$ cat config.mk
export PLATFORM = sky130hd
export DESIGN_NAME = ups_scan
export DESIGN_NICKNAME = d
export VERILOG_FILES = /design/src/rtl/ups_pkg.sv /design/src/rtl/ups_scan.sv
export SDC_FILE = /design/constraint.sdc
export NUM_CORES = 1
export LEC_CHECK = 0
export ABC_AREA = 0
export BUFFER_PORTS_ARGS = -buffer_cell sky130_fd_sc_hd__buf_2
export CAP_MARGIN = 30
export CORE_ASPECT_RATIO = 1.5
export CORE_MARGIN = 2
export CORE_UTILIZATION = 46
export DETAILED_ROUTE_END_ITERATION = 16
export PLACE_DENSITY = 0.82
export SLEW_MARGIN = 20
export SYNTH_ARGS = -nofsm -noshare
export SYNTH_HDL_FRONTEND = slang
export SYNTH_SLANG_ARGS = --single-unit
$ cat constraint.sdc
create_clock -name clk_i -period 12.1 [get_ports clk_i]
set_clock_uncertainty 0.15 [all_clocks]
set_input_delay 0.605 -clock clk_i [delete_from_list [all_inputs] [get_ports clk_i]]
set_output_delay 0.605 -clock clk_i [all_outputs]
set_load 0.05 [all_outputs]
$ cat src/rtl/ups_pkg.sv
// Shared types, constants and sample arithmetic for the 2x image upscaler.
// No dependencies; every other file but ups_checker refers to it by scoped names.
`timescale 1ns / 1ps

package ups_pkg;

  localparam int PIX_W    = 8;
  localparam int SAMPLE_W = 12;
  localparam int ROW_W    = 12;
  localparam int COL_W    = 10;
  localparam int SRCW_W   = 11;
  localparam int SRCH_W   = 12;
  localparam int ADDR_W   = 3;

  localparam logic [SRCW_W-1:0] SRC_WIDTH_RST  = SRCW_W'(5);
  localparam logic [SRCH_W-1:0] SRC_HEIGHT_RST = SRCH_W'(5);

  // Register index taken from the word address
  typedef enum logic {
    REG_SRC_WIDTH  = 1'b0,
    REG_SRC_HEIGHT = 1'b1
  } ups_reg_e;

  typedef logic signed [SAMPLE_W-1:0] sample_t;

  // One accepted pixel with its neighbourhood, as the block stage needs it
  typedef struct packed {
    logic [PIX_W-1:0] pixel;       // current pixel
    logic [PIX_W-1:0] above;       // previous-row pixel, same column
    logic [PIX_W-1:0] above_left;  // previous-row pixel, previous column
    logic [PIX_W-1:0] left;        // current-row pixel, previous column
    sample_t          bl_prev;     // vertical sample, previous column, row above
    sample_t          lb_prev;     // extrapolated sample, previous column
    sample_t          bl_cur;      // vertical sample, this column
    sample_t          lb_cur;      // extrapolated sample, this column
    logic [ROW_W-1:0] row;
    logic [COL_W-1:0] col;
    logic [3:0]       mask;        // blocks still owed, lowest bit first
  } ups_item_t;

  // Halve with truncation toward zero
  function automatic sample_t half(input sample_t v);
    sample_t t;
    t = v + sample_t'(v[SAMPLE_W-1]);
    return t >>> 1;
  endfunction

  // Interior new sample between two neighbours
  function automatic sample_t mid(input sample_t x, input sample_t y);
    return half(x) + half(y);
  endfunction

endpackage

$ cat src/rtl/ups_scan.sv
// Raster position counters, neighbour history and vertical samples.
// Depends on ups_pkg; drives the line buffer and feeds ups_emit.
`timescale 1ns / 1ps

module ups_scan #(
  parameter int MAX_WIDTH = 1024
) (
  input  logic                              clk_i,
  input  logic                              rst_ni,
  input  logic                              restart_i,
  input  logic [ups_pkg::SRCW_W-1:0]        src_width_i,
  input  logic [ups_pkg::SRCH_W-1:0]        src_height_i,
  input  logic                              accept_i,
  input  logic [ups_pkg::PIX_W-1:0]         pixel_i,
  input  logic [ups_pkg::PIX_W-1:0]         above_i,
  output logic [$clog2(MAX_WIDTH)-1:0]      rd_addr_o,
  output logic                              wr_en_o,
  output logic [$clog2(MAX_WIDTH)-1:0]      wr_addr_o,
  output logic [ups_pkg::PIX_W-1:0]         wr_data_o,
  output ups_pkg::ups_item_t                item_o
);

  localparam int CW = $clog2(MAX_WIDTH);
  localparam int WW = 14;

  logic [CW-1:0]                col_q, col_d;
  logic [ups_pkg::ROW_W-1:0]    row_q, row_d;
  logic [ups_pkg::PIX_W-1:0]    above_left_q, left_q;
  ups_pkg::sample_t             bl_prev_q, lb_prev_q;

  logic [WW-1:0]                w_eff, w_m1;
  logic [ups_pkg::SRCH_W-1:0]   h_eff, h_m1;
  logic                         last_col, last_row, first_row;
  logic [ups_pkg::PIX_W-1:0]    above;
  ups_pkg::sample_t             pix_s, bl_cur, lb_cur;

  // Clamp the width to 2..MAX_WIDTH, what the buffer holds, and the height to at least 2
  always_comb begin
    w_eff = WW'(src_width_i);
    if (w_eff < WW'(2)) begin
      w_eff = WW'(2);
    end
    if (w_eff > WW'(MAX_WIDTH)) begin
      w_eff = WW'(MAX_WIDTH);
    end
    h_eff = src_height_i;
    if (h_eff < ups_pkg::SRCH_W'(2)) begin
      h_eff = ups_pkg::SRCH_W'(2);
    end
  end

  assign w_m1      = w_eff - WW'(1);
  assign h_m1      = h_eff - ups_pkg::SRCH_W'(1);
  assign last_col  = (WW'(col_q) == w_m1);
  assign last_row  = (row_q == h_m1);
  assign first_row = (row_q == '0);

  // Vertical samples: interior midpoint and last-row extrapolation
  assign above  = first_row ? '0 : above_i;
  assign pix_s  = ups_pkg::sample_t'(pixel_i);
  assign bl_cur = ups_pkg::mid(ups_pkg::sample_t'(above), pix_s);
  assign lb_cur = (pix_s <<< 1) - bl_cur;

  always_comb begin
    item_o.pixel      = pixel_i;
    item_o.above      = above;
    item_o.above_left = above_left_q;
    item_o.left       = left_q;
    item_o.bl_prev    = bl_prev_q;
    item_o.lb_prev    = lb_prev_q;
    item_o.bl_cur     = bl_cur;
    item_o.lb_cur     = lb_cur;
    item_o.row        = row_q;
    item_o.col        = ups_pkg::COL_W'(col_q);
    if (first_row || col_q == '0) begin
      item_o.mask = '0;
    end else begin
      item_o.mask = {last_row && last_col, last_row, last_col, 1'b1};
    end
  end

  // Advance the raster position; a register write restarts the frame
  always_comb begin
    col_d = col_q;
    row_d = row_q;
    if (restart_i) begin
      col_d = '0;
      row_d = '0;
    end else if (accept_i) begin
      if (last_col) begin
        col_d = '0;
        row_d = last_row ? '0 : row_q + ups_pkg::ROW_W'(1);
      end else begin
        col_d = col_q + CW'(1);
      end
    end
  end

  always_ff @(posedge clk_i or negedge rst_ni) begin
    if (!rst_ni) begin
      col_q        <= '0;
      row_q        <= '0;
      above_left_q <= '0;
      left_q       <= '0;
      bl_prev_q    <= '0;
      lb_prev_q    <= '0;
    end else begin
      col_q <= col_d;
      row_q <= row_d;
      if (accept_i) begin
        above_left_q <= above;
        left_q       <= pixel_i;
        bl_prev_q    <= first_row ? '0 : bl_cur;
        lb_prev_q    <= first_row ? '0 : lb_cur;
      end
    end
  end

  // Prefetch the next column so its data is registered before it is needed
  assign rd_addr_o = col_d;
  assign wr_en_o   = accept_i;
  assign wr_addr_o = col_q;
  assign wr_data_o = pixel_i;

endmodule

==> results.tsv <==
metric	value	unit
status	completed	
GPL Wtd Cong	0.897	
Initial Util	46.9	%
drt pass-1 iters	5	
WS Path Type	register to output port	
first-pass GRT wire length	21.3	mm
Leak	0.00276	µW
final hold vios	0	
crit path DAT	5.43	ns
Synth Warn #	0	
sequential share of power	38.2	%
First DRT Iteration DRCs	253	
post-synth top area cell	dfrtp_1	
final setup vio count	0	
sequential standard cell area	1380	µm²
share of post-route cells with drive strength above 1	34.3	%
Mapped Cells	534	
Clock Tree Root	clkbuf_16	
crit path launch	row_q[0]	
CP max FO	16	
Critical Path End Type	output port	
Die Y	128	µm
sw frac	37.8	%
internal power	311	µW
core box area	10100	µm²
asr flop ratio synth	100	%
FP Rows	45	
die area	11100	µm²
R2R Path Start	row_q[0]	
Fin Setup TNS	0	ns
Worst-path clk slew	0.08	ns
Max-Cap Viols	0	
main area contributors after synthesis	dfrtp_1 29%, buf_4 6.7%, ha_1 5.3%	
die width	86.8	µm
Overall Global Routing Usage	23.8	%
total gr overflow	0	
nets	717	
Net Sw Power	188	µW
setup slack at placement	6.29	ns
FILL cells	929	
Port Buffers	169	
fin crit share	51.2	%
Gate power share	30.5	%
CP required	11.35	ns
Final min period	6.19	ns
pwr/cell area	90.8	nW/µm²
Seq/Total Area, Yosys	29.1	%
I/O pin count	178	
footprint of the multi-input gates	2850	µm²
Rel. slew slack	49.3	%
CTS Hold Bufs	0	
Sink Count	55	
Post-Syn Area per Cell	8.86	µm²
Worst VDD drop	0.0645	mV
Post-DRT Antenna Nets	0	
clock latency on the worst-skew pair	0.30	ns
Wirelength per Cell	17.3	µm
number of flops mapped to enable cells by yosys	0	
PostCTS Resize Cnt	0	
clk buf depth	2	
postcts setup bufs	0	
initial antenna violation count	0	
RSZ-0062 raised after global routing	no	
Clock power frac	31.3	%
flops & latches, synth	55	
Routed WL	13.3	mm
Worst-Margin Slew	0.754	ns
DRC viols	0	
Top FF cell, synth	dfrtp_1	
vias in the first global route	4290	
Distinct cells, synth	75	
HPWL Detailed	10.3	mm
pin count of the biggest net entering global routing	56	
H-tree depth	2	
FMAX	0.162	GHz
Synth top area share	29.1	%
CTS tree	built	
Cell Area, Synth	4730	µm²
Slew Viols, Final	0	
vias after detailed routing	4488	
CTS buffer count	5	
Layout area overhead	16.2	%
Min-Delay Path Class	input pin to asynchronous set/reset pin	
setup ws final	5.91	ns
CP Launch Type	register	
ant diodes	0	
Via density	5.83	
## registers in the layout (all words and copies together), names as in the netlist
register,cells
above_left_q,8
lb_prev_q,10
row_q,12
left_q,8
bl_prev_q,7
wr_addr_o,10
## cell usage in the layout (no fill, tap or decap), types with 17 or more instances in the layout
cell type  netlist  final
buf_2            4    169
dfrtp_1         55     55
nor2_1          43     43
inv_1           31     31
a21oi_1         23     23
nor3_1          21     21
nand2_1         20     20
ha_1            20     20
o21ai_0         19     19
xor2_1          19     19
xnor2_1         19     19
mux2_2          17     17
## logic make-up (layout without fill, tap and decap cells)
logic type	count (synthesis)	after routing	share of synthesized area, %
other	1	8	0.0793
AO/OA/AOI/OAI	106	106	16.3
XOR/XNOR	38	38	7.04
buffers and inverters	97	209	11.3
flip-flops	55	55	29.1
multiplexers	20	20	4.68
AND/OR/NAND/NOR	195	195	25.4
adder cells (fa/ha/maj)	22	22	6.14
## worst max-delay path, cell delays in order (launching register included)
cell,delay (ns)
dfrtp_1,0.51
inv_1,0.16
ha_1,0.15
nor4b_1,0.37
nand3_1,0.58
and2_1,0.44
ha_1,0.29
a21o_1,0.18
a21oi_1,0.22
o21bai_1,0.09
a21oi_1,0.23
xor2_1,0.26
ha_1,0.32
or2_2,0.29
a21oi_1,0.14
a21oi_1,0.08
a211oi_1,0.47
buf_2,0.36
## power groups by stage
| stage | Sequential, µW | Clock, µW | Combinational, µW |
|---|---|---|---|
| after floorplan | 206 | 0 | 105 |
| after global placement | 194 | 0 | 149 |
| after detailed placement | 194 | 0 | 151 |
| after CTS | 190 | 160 | 152 |
| after global routing | 191 | 167 | 162 |
| final | 190 | 156 | 152 |
## final timing paths
path                                      end  slack [ns]  cells after the start
worst min register to register   bl_prev_q[5]        0.34                      1
worst max register to register  lb_prev_q[10]        6.91                     17
max in group asynchronous        wr_addr_o[6]       11.04                      2
worst min-delay path             lb_prev_q[1]        0.29                      2
min in group clk_i               bl_prev_q[5]        0.34                      1
worst max-delay path               item_o[35]        5.91                     17
## per-stage QoR
step                      total power [µW]  std cells  utilization, %  area [µm²]  hold slack (ns)
after floorplan                        311        541               -        4760            0.159
after global placement                 342        762            53.0        5340            0.328
after detailed placement               345        762            53.0        5340            0.322
after CTS                              503        770            54.5        5500            0.317
after global routing                   520        770            54.5        5500            0.354
final                                  499        770            54.5        5500            0.292
## layer usage
layer	up-vias	GRT usage (%)	wire, µm
met5	-	0	0
met4	0	8.64	329
met3	24	2.45	644
met2	183	43.6	7100
met1	2172	28.0	5270
li1	2109	-	-
## area by class of cell
cell class              count  area share [%]
multi-input cells         389            51.8
clock buffers               6            2.53
clock inverters             2           0.319
inverters                  31            2.12
flip-flops and latches     55            25.0
well taps                 117            2.66
repair buffers            170            15.5
## cell usage after synthesis (5+ instances only)
library cell	n
a21oi_1	23
xnor2_1	19
nand2_1	20
nand4_1	7
and3_1	10
nor3_1	21
inv_1	31
mux2_2	17
xor2_1	19
nor4b_1	5
o21ai_0	19
nand2b_1	6
dfrtp_1	55
ha_1	20
nor2b_1	11
a22o_1	12
nor2_1	43
and2_1	9
nor4_1	7
clkbuf_1	16
buf_4	42
nand3_1	16
Note: power is estimated with default switching activity, not from simulation.
