===== config.mk =====
export PLATFORM = sky130hd
export DESIGN_NAME = ups_emit
export DESIGN_NICKNAME = d
export VERILOG_FILES = /design/src/rtl/ups_pkg.sv /design/src/rtl/ups_emit.sv
export SDC_FILE = /design/constraint.sdc
export NUM_CORES = 1
export LEC_CHECK = 0
export BUFFER_PORTS_ARGS = -buffer_cell sky130_fd_sc_hd__buf_2
export CORE_UTILIZATION = 35
export DETAILED_ROUTE_END_ITERATION = 16
export GPL_TIMING_DRIVEN = 0
export SLEW_MARGIN = 20
export SYNTH_ARGS = -nofsm -noshare
export SYNTH_HDL_FRONTEND = slang
export SYNTH_SLANG_ARGS = --single-unit

===== constraint.sdc =====
create_clock -name clk_i -period 5.7 [get_ports clk_i]
set_clock_uncertainty 0.1 [all_clocks]
set_input_delay 0.57 -clock clk_i [delete_from_list [all_inputs] [get_ports clk_i]]
set_output_delay 0.57 -clock clk_i [all_outputs]
set_load 0.01 [all_outputs]

===== src/rtl/ups_pkg.sv =====
// Shared types, constants and sample arithmetic for the 2x image upscaler.
// No dependencies; every other file but ups_checker refers to it by scoped names.
`timescale 1ns / 1ps

package ups_pkg;

  localparam int PIX_W    = 8;
  localparam int SAMPLE_W = 12;
  localparam int ROW_W    = 12;
  localparam int COL_W    = 10;
  localparam int SRCW_W   = 11;
  localparam int SRCH_W   = 12;
  localparam int ADDR_W   = 3;

  localparam logic [SRCW_W-1:0] SRC_WIDTH_RST  = SRCW_W'(5);
  localparam logic [SRCH_W-1:0] SRC_HEIGHT_RST = SRCH_W'(5);

  // Register index taken from the word address
  typedef enum logic {
    REG_SRC_WIDTH  = 1'b0,
    REG_SRC_HEIGHT = 1'b1
  } ups_reg_e;

  typedef logic signed [SAMPLE_W-1:0] sample_t;

  // One accepted pixel with its neighbourhood, as the block stage needs it
  typedef struct packed {
    logic [PIX_W-1:0] pixel;       // current pixel
    logic [PIX_W-1:0] above;       // previous-row pixel, same column
    logic [PIX_W-1:0] above_left;  // previous-row pixel, previous column
    logic [PIX_W-1:0] left;        // current-row pixel, previous column
    sample_t          bl_prev;     // vertical sample, previous column, row above
    sample_t          lb_prev;     // extrapolated sample, previous column
    sample_t          bl_cur;      // vertical sample, this column
    sample_t          lb_cur;      // extrapolated sample, this column
    logic [ROW_W-1:0] row;
    logic [COL_W-1:0] col;
    logic [3:0]       mask;        // blocks still owed, lowest bit first
  } ups_item_t;

  // Halve with truncation toward zero
  function automatic sample_t half(input sample_t v);
    sample_t t;
    t = v + sample_t'(v[SAMPLE_W-1]);
    return t >>> 1;
  endfunction

  // Interior new sample between two neighbours
  function automatic sample_t mid(input sample_t x, input sample_t y);
    return half(x) + half(y);
  endfunction

endpackage


===== src/rtl/ups_emit.sv =====
// Block stage: holds one item, forms its 2x2 blocks and drives the output register.
// Depends on ups_pkg for the item type and the sample arithmetic.
`timescale 1ns / 1ps

module ups_emit (
  input  logic                          clk_i,
  input  logic                          rst_ni,
  input  logic                          accept_i,
  input  ups_pkg::ups_item_t            item_i,
  output logic                          in_ready_o,
  output logic                          out_valid_o,
  input  logic                          out_ready_i,
  output logic [ups_pkg::ROW_W-1:0]     out_row_o,
  output logic [ups_pkg::COL_W-1:0]     out_col_o,
  output ups_pkg::sample_t              out_tl_o,
  output ups_pkg::sample_t              out_tr_o,
  output ups_pkg::sample_t              out_bl_o,
  output ups_pkg::sample_t              out_br_o,
  output logic                          out_last_o
);

  ups_pkg::ups_item_t        item_q;
  logic [3:0]                mask_q, mask_d;
  logic                      out_vld_q;
  logic [ups_pkg::ROW_W-1:0] row_q;
  logic [ups_pkg::COL_W-1:0] col_q;
  ups_pkg::sample_t          tl_q, tr_q, bl_q, br_q;
  logic                      last_q;

  logic [3:0]                sel, rest;
  logic                      work_vld, out_free, fire;
  ups_pkg::sample_t          a_s, b_s, cl_s, p_s, trp, brp, trl, brl;
  logic [ups_pkg::ROW_W-1:0] row_n;
  logic [ups_pkg::COL_W-1:0] col_n;
  ups_pkg::sample_t          tl_n, tr_n, bl_n, br_n;

  // Pick the lowest owed block and what remains after it
  assign sel      = mask_q & (~mask_q + 4'd1);
  assign rest     = mask_q & (mask_q - 4'd1);
  assign work_vld = (mask_q != '0);
  assign out_free = !out_vld_q || out_ready_i;
  assign fire     = work_vld && out_free;

  assign in_ready_o = !work_vld || (out_free && rest == '0);

  // Horizontal samples from the held neighbourhood
  assign a_s  = ups_pkg::sample_t'(item_q.above_left);
  assign b_s  = ups_pkg::sample_t'(item_q.above);
  assign cl_s = ups_pkg::sample_t'(item_q.left);
  assign p_s  = ups_pkg::sample_t'(item_q.pixel);
  assign trp  = ups_pkg::mid(a_s, b_s);
  assign brp  = ups_pkg::mid(item_q.bl_prev, item_q.bl_cur);
  assign trl  = ups_pkg::mid(cl_s, p_s);
  assign brl  = ups_pkg::mid(item_q.lb_prev, item_q.lb_cur);

  always_comb begin
    case (sel)
      4'b0001: begin
        row_n = item_q.row - ups_pkg::ROW_W'(1);
        col_n = item_q.col - ups_pkg::COL_W'(1);
        tl_n  = a_s;
        tr_n  = trp;
        bl_n  = item_q.bl_prev;
        br_n  = brp;
      end
      4'b0010: begin
        row_n = item_q.row - ups_pkg::ROW_W'(1);
        col_n = item_q.col;
        tl_n  = b_s;
        tr_n  = (b_s <<< 1) - trp;
        bl_n  = item_q.bl_cur;
        br_n  = (item_q.bl_cur <<< 1) - brp;
      end
      4'b0100: begin
        row_n = item_q.row;
        col_n = item_q.col - ups_pkg::COL_W'(1);
        tl_n  = cl_s;
        tr_n  = trl;
        bl_n  = item_q.lb_prev;
        br_n  = brl;
      end
      default: begin
        row_n = item_q.row;
        col_n = item_q.col;
        tl_n  = p_s;
        tr_n  = (p_s <<< 1) - trl;
        bl_n  = item_q.lb_cur;
        br_n  = (item_q.lb_cur <<< 1) - brl;
      end
    endcase
  end

  // Load a new item over the finished one, else drop the block just sent
  always_comb begin
    mask_d = mask_q;
    if (accept_i) begin
      mask_d = item_i.mask;
    end else if (fire) begin
      mask_d = rest;
    end
  end

  always_ff @(posedge clk_i or negedge rst_ni) begin
    if (!rst_ni) begin
      mask_q    <= '0;
      out_vld_q <= 1'b0;
    end else begin
      mask_q <= mask_d;
      if (fire) begin
        out_vld_q <= 1'b1;
      end else if (out_ready_i) begin
        out_vld_q <= 1'b0;
      end
    end
  end

  // Payload registers
  always_ff @(posedge clk_i) begin
    if (accept_i) begin
      item_q <= item_i;
    end
    if (fire) begin
      row_q  <= row_n;
      col_q  <= col_n;
      tl_q   <= tl_n;
      tr_q   <= tr_n;
      bl_q   <= bl_n;
      br_q   <= br_n;
      last_q <= (rest == '0);
    end
  end

  assign out_valid_o = out_vld_q;
  assign out_row_o   = row_q;
  assign out_col_o   = col_q;
  assign out_tl_o    = tl_q;
  assign out_tr_o    = tr_q;
  assign out_bl_o    = bl_q;
  assign out_br_o    = br_q;
  assign out_last_o  = last_q;

endmodule


==> impl_results.md <==
* CTS H-tree depth at 4
* IO Count at 183
* CP endpoint kind: flop
* Path depth of the worst reg2reg path at 22
* Net Sw Frac at about two fifths
* Clock root buffer: clkbuf_16
* GR Util All Layers at 18.6%
* Final Setup Violations at 0
* Fmax at 187 MHz
* Pwr Density at 461 nW/µm²
* Clk sink count at between 150 and 200
* Number of global-route vias before repair at 8409
* Main synth FF type: edfxtp_1
* CORE AREA at roughly 32000 µm²
* Crit Path Max Fanout at 11
* Startpoint types: flop
* Drt first pass iters at 7
* Syn avg cell area at 10.8 µm²
* Skew-Pair Late Insertion Delay at 450 ps
* Count leader, synth: edfxtp_1
* Sequential fraction of the synthesis area at 45.5%
* Diodes inserted at 0
* Fillers at 3033
* Layout cells sized above 1 at 21.1%
* CTS tree: done
* Met2 global-route usage at 29.6%
* Final setup TNS at 0 ps
* Routed wire length at 30600 µm
* Busiest grt layer: met2
* Antenna Nets Post-Route at 0
* Vias per cell at 5.19
* Switching pwr at 2540 µW
* Routed len/inst at 18.3 µm
* Total gr overflow at 0
* CTS clk-pin slew, worst paths at 80 ps
* Crit. path cell count at 22
* Synth Register Bits at 172
* Unique masters post-synth at 61
* Global-route wire length before repair at about 46000 µm
* Die area at 33000 µm²
* DR iter-0 viols at 569
* Max Cap Viol at 0
* Antenna violations before repair at 0
* Final period util at 93.9%
* # rows at 65
* Slowest-stage cell, CP: o41ai_1
* Post-Syn Area at 11300 µm²
* Combinational fraction of design power at 53.6%
* Cells after Synth at 1043
* PortBufs at around 180
* Synth top area cells: edfxtp_1, ha_1, xnor2_1
* Largest net degree at the start of global routing at 77
* CP Data Arrival Time at 5430 ps
* Clock share of power at between 10% and 20%
* EDFF count, synth at 167
* DRC violations left at 0
* Die width at 182 µm
* Worst hold path type: input port to flop
* Fin nets at 1494
* Grt met3 use at 3.47%
* Initial Utilization at roughly 36%
* CTS max path bufs at 2
* Synth Warn # at 0
* CTS buffer count at 17
* Async SR Flop Fraction at 2.91%
* Cell Chain, Critical Path: buf_4 > inv_1 > fa_1 > nor2b_1 > o21ai_0 > a21boi_0 > o21ai_0 > nand2_1 > xor2_1 > ha_1 > nand3_1 > o211ai_1 > o41ai_1 > xor2_1 > ha_1 > nand3_1 > nand2_1 > a41o_1 > o41ai_1 > xnor2_1 > o221ai_1 > or3_1
* Max-slew violation count at 0
* Post-DP HPWL at 24000 µm
* Most frequent cells after synthesis: edfxtp_1, ha_1, nor2_1
* GRT met1 Usage at between 20% and 30%
* Delay-heaviest family, CP: compound AO/OA/AOI/OAI gates
* RSZ-0062 raised after global routing: no
* Critical path type: flop to flop
* Slowest cell delay on critical path at 460 ps
* Fin. Hold Viols at 0
* GP Congestion at 0.899
* Area Overhead vs Synth at 19.3%
* Register share of total power at roughly 28%
* Design internal power at between 3000 and 4000 µW
* Hold Path Stages at 1
* Final min period at 5350 ps
* Via count at about 8700
* Worst Tran Pin Value at a little under 900 ps
* Worst rel slew slack at around two fifths
* Peak supply drop at 0.000264 V
* Leading area contributor after synthesis: edfxtp_1
* CP required at 5780 ps
* Leak pwr at between 0.005 and 0.006 µW
* Synth top area share at 44.4%
* Critical path buffer and inverter count at 2
* Pwr Total at 6220 µW
* Die span in y at 182 µm
* Status: complete, no violations
## cell usage in the layout (no fill, tap or decap), types with 20 or more instances in the layout
cell type | netlist | final
xor2_1 | 39 | 39
nor2_1 | 101 | 100
o21ai_0 | 66 | 66
inv_1 | 51 | 51
nor3_1 | 27 | 27
xnor2_1 | 63 | 63
a21oi_1 | 67 | 67
ha_1 | 112 | 112
nand2_1 | 68 | 68
clkbuf_1 | 19 | 20
edfxtp_1 | 167 | 167
buf_2 | 0 | 178
## per-stage QoR
step / cell area (µm²) / worst slack, ps / instances / hold slack [ps] / util (%)
global placement: 12700 / 57.7 / 1626 / 293 / 40.1
global route: 13500 / 0.547 / 1675 / 171 / 42.6
finish: 13500 / 349 / 1675 / 191 / 42.6
CTS: 13400 / 83.2 / 1662 / 167 / 42.3
floorplan: 11300 / 908 / 1046 / 174 / -
detailed placement: 12800 / 119 / 1629 / 300 / 40.4
## power groups by stage
stage                     registers [µW]  logic [µW]  clock network, µW
after floorplan                     1780        2430                  0
after global placement              1770        3180                  0
after detailed placement            1760        3260                  0
after CTS                           1730        3290               1200
after global routing                1740        3690               1240
final                               1720        3330               1160
## kinds of logic (layout without fill, tap and decap cells)
family          Yosys count  count (layout)  synth area share (%)
xor+xnor                102             102                  7.91
simple gates            285             285                  11.8
other cells               1               4                0.0332
mux                       7               7                 0.620
fa+ha+maj               125             125                  14.6
flops                   172             172                  45.5
buf+inv                  81             308                  3.09
compound gates          270             270                  16.4
## state kept, by name, indices dropped and copies added, names as in the netlist
name         flops
mask_q           4
out_col_o       10
out_row_o       12
out_br_o        12
a_s              8
cl_s             8
out_tl_o         8
out_last_o       1
item_q          78
out_bl_o        12
out_valid_o      1
out_tr_o        10
b_s              8
## area by class of cell
| cell class | instances | area [µm²] | area share [%] |
|---|---|---|---|
| plain buffers | 28 | 150 | 1.11 |
| repair buffers | 195 | 1070 | 7.94 |
| clock buffers | 18 | 429 | 3.18 |
| multi-input cells | 793 | 5830 | 43.3 |
| flip-flops and latches | 172 | 5140 | 38.1 |
| clock inverters | 14 | 151 | 1.12 |
| inverters | 53 | 199 | 1.48 |
| well taps | 402 | 503 | 3.73 |
## layer usage
layer / vias to the layer above / part of all wire [%]
met5: - / 0
met4: 0 / 2.2
met2: 247 / 46
met1: 4102 / 47
met3: 34 / 5.3
li1: 4307 / -
## worst reg2reg max path: stages (launching register included)
cell and delay, ps:
edfxtp_1 320, buf_4 180, inv_1 100, fa_1 440, nor2b_1 120, o21ai_0 120, a21boi_0 320, o21ai_0 160
nand2_1 100, xor2_1 150, ha_1 310, nand3_1 110, o211ai_1 130, o41ai_1 460, xor2_1 290, ha_1 340
nand3_1 100, nand2_1 50, a41o_1 220, o41ai_1 310, xnor2_1 180, o221ai_1 130, or3_1 340
## path summary, 6_finish.rpt
kind | to | slack, ps | from
max | out_br_o[11] | 350 | item_q[37]
min | item_q[6] | 190 | item_i[6]
max reg2reg | out_br_o[11] | 350 | item_q[37]
min reg2reg | out_row_o[11] | 470 | item_q[25]
max in group asynchronous | mask_q[2] | 4960 | rst_ni
min in group asynchronous | mask_q[0] | 400 | rst_ni
## timing repair
action                                  4_1_cts  5_1_grt
hold endpoints to repair                      5        0
endpoints found under the setup margin        0        2
buffers inserted                              0       13
gates resized for setup                       0        3
hold buffers                                  1        0
(Power assumes the default switching activity.)
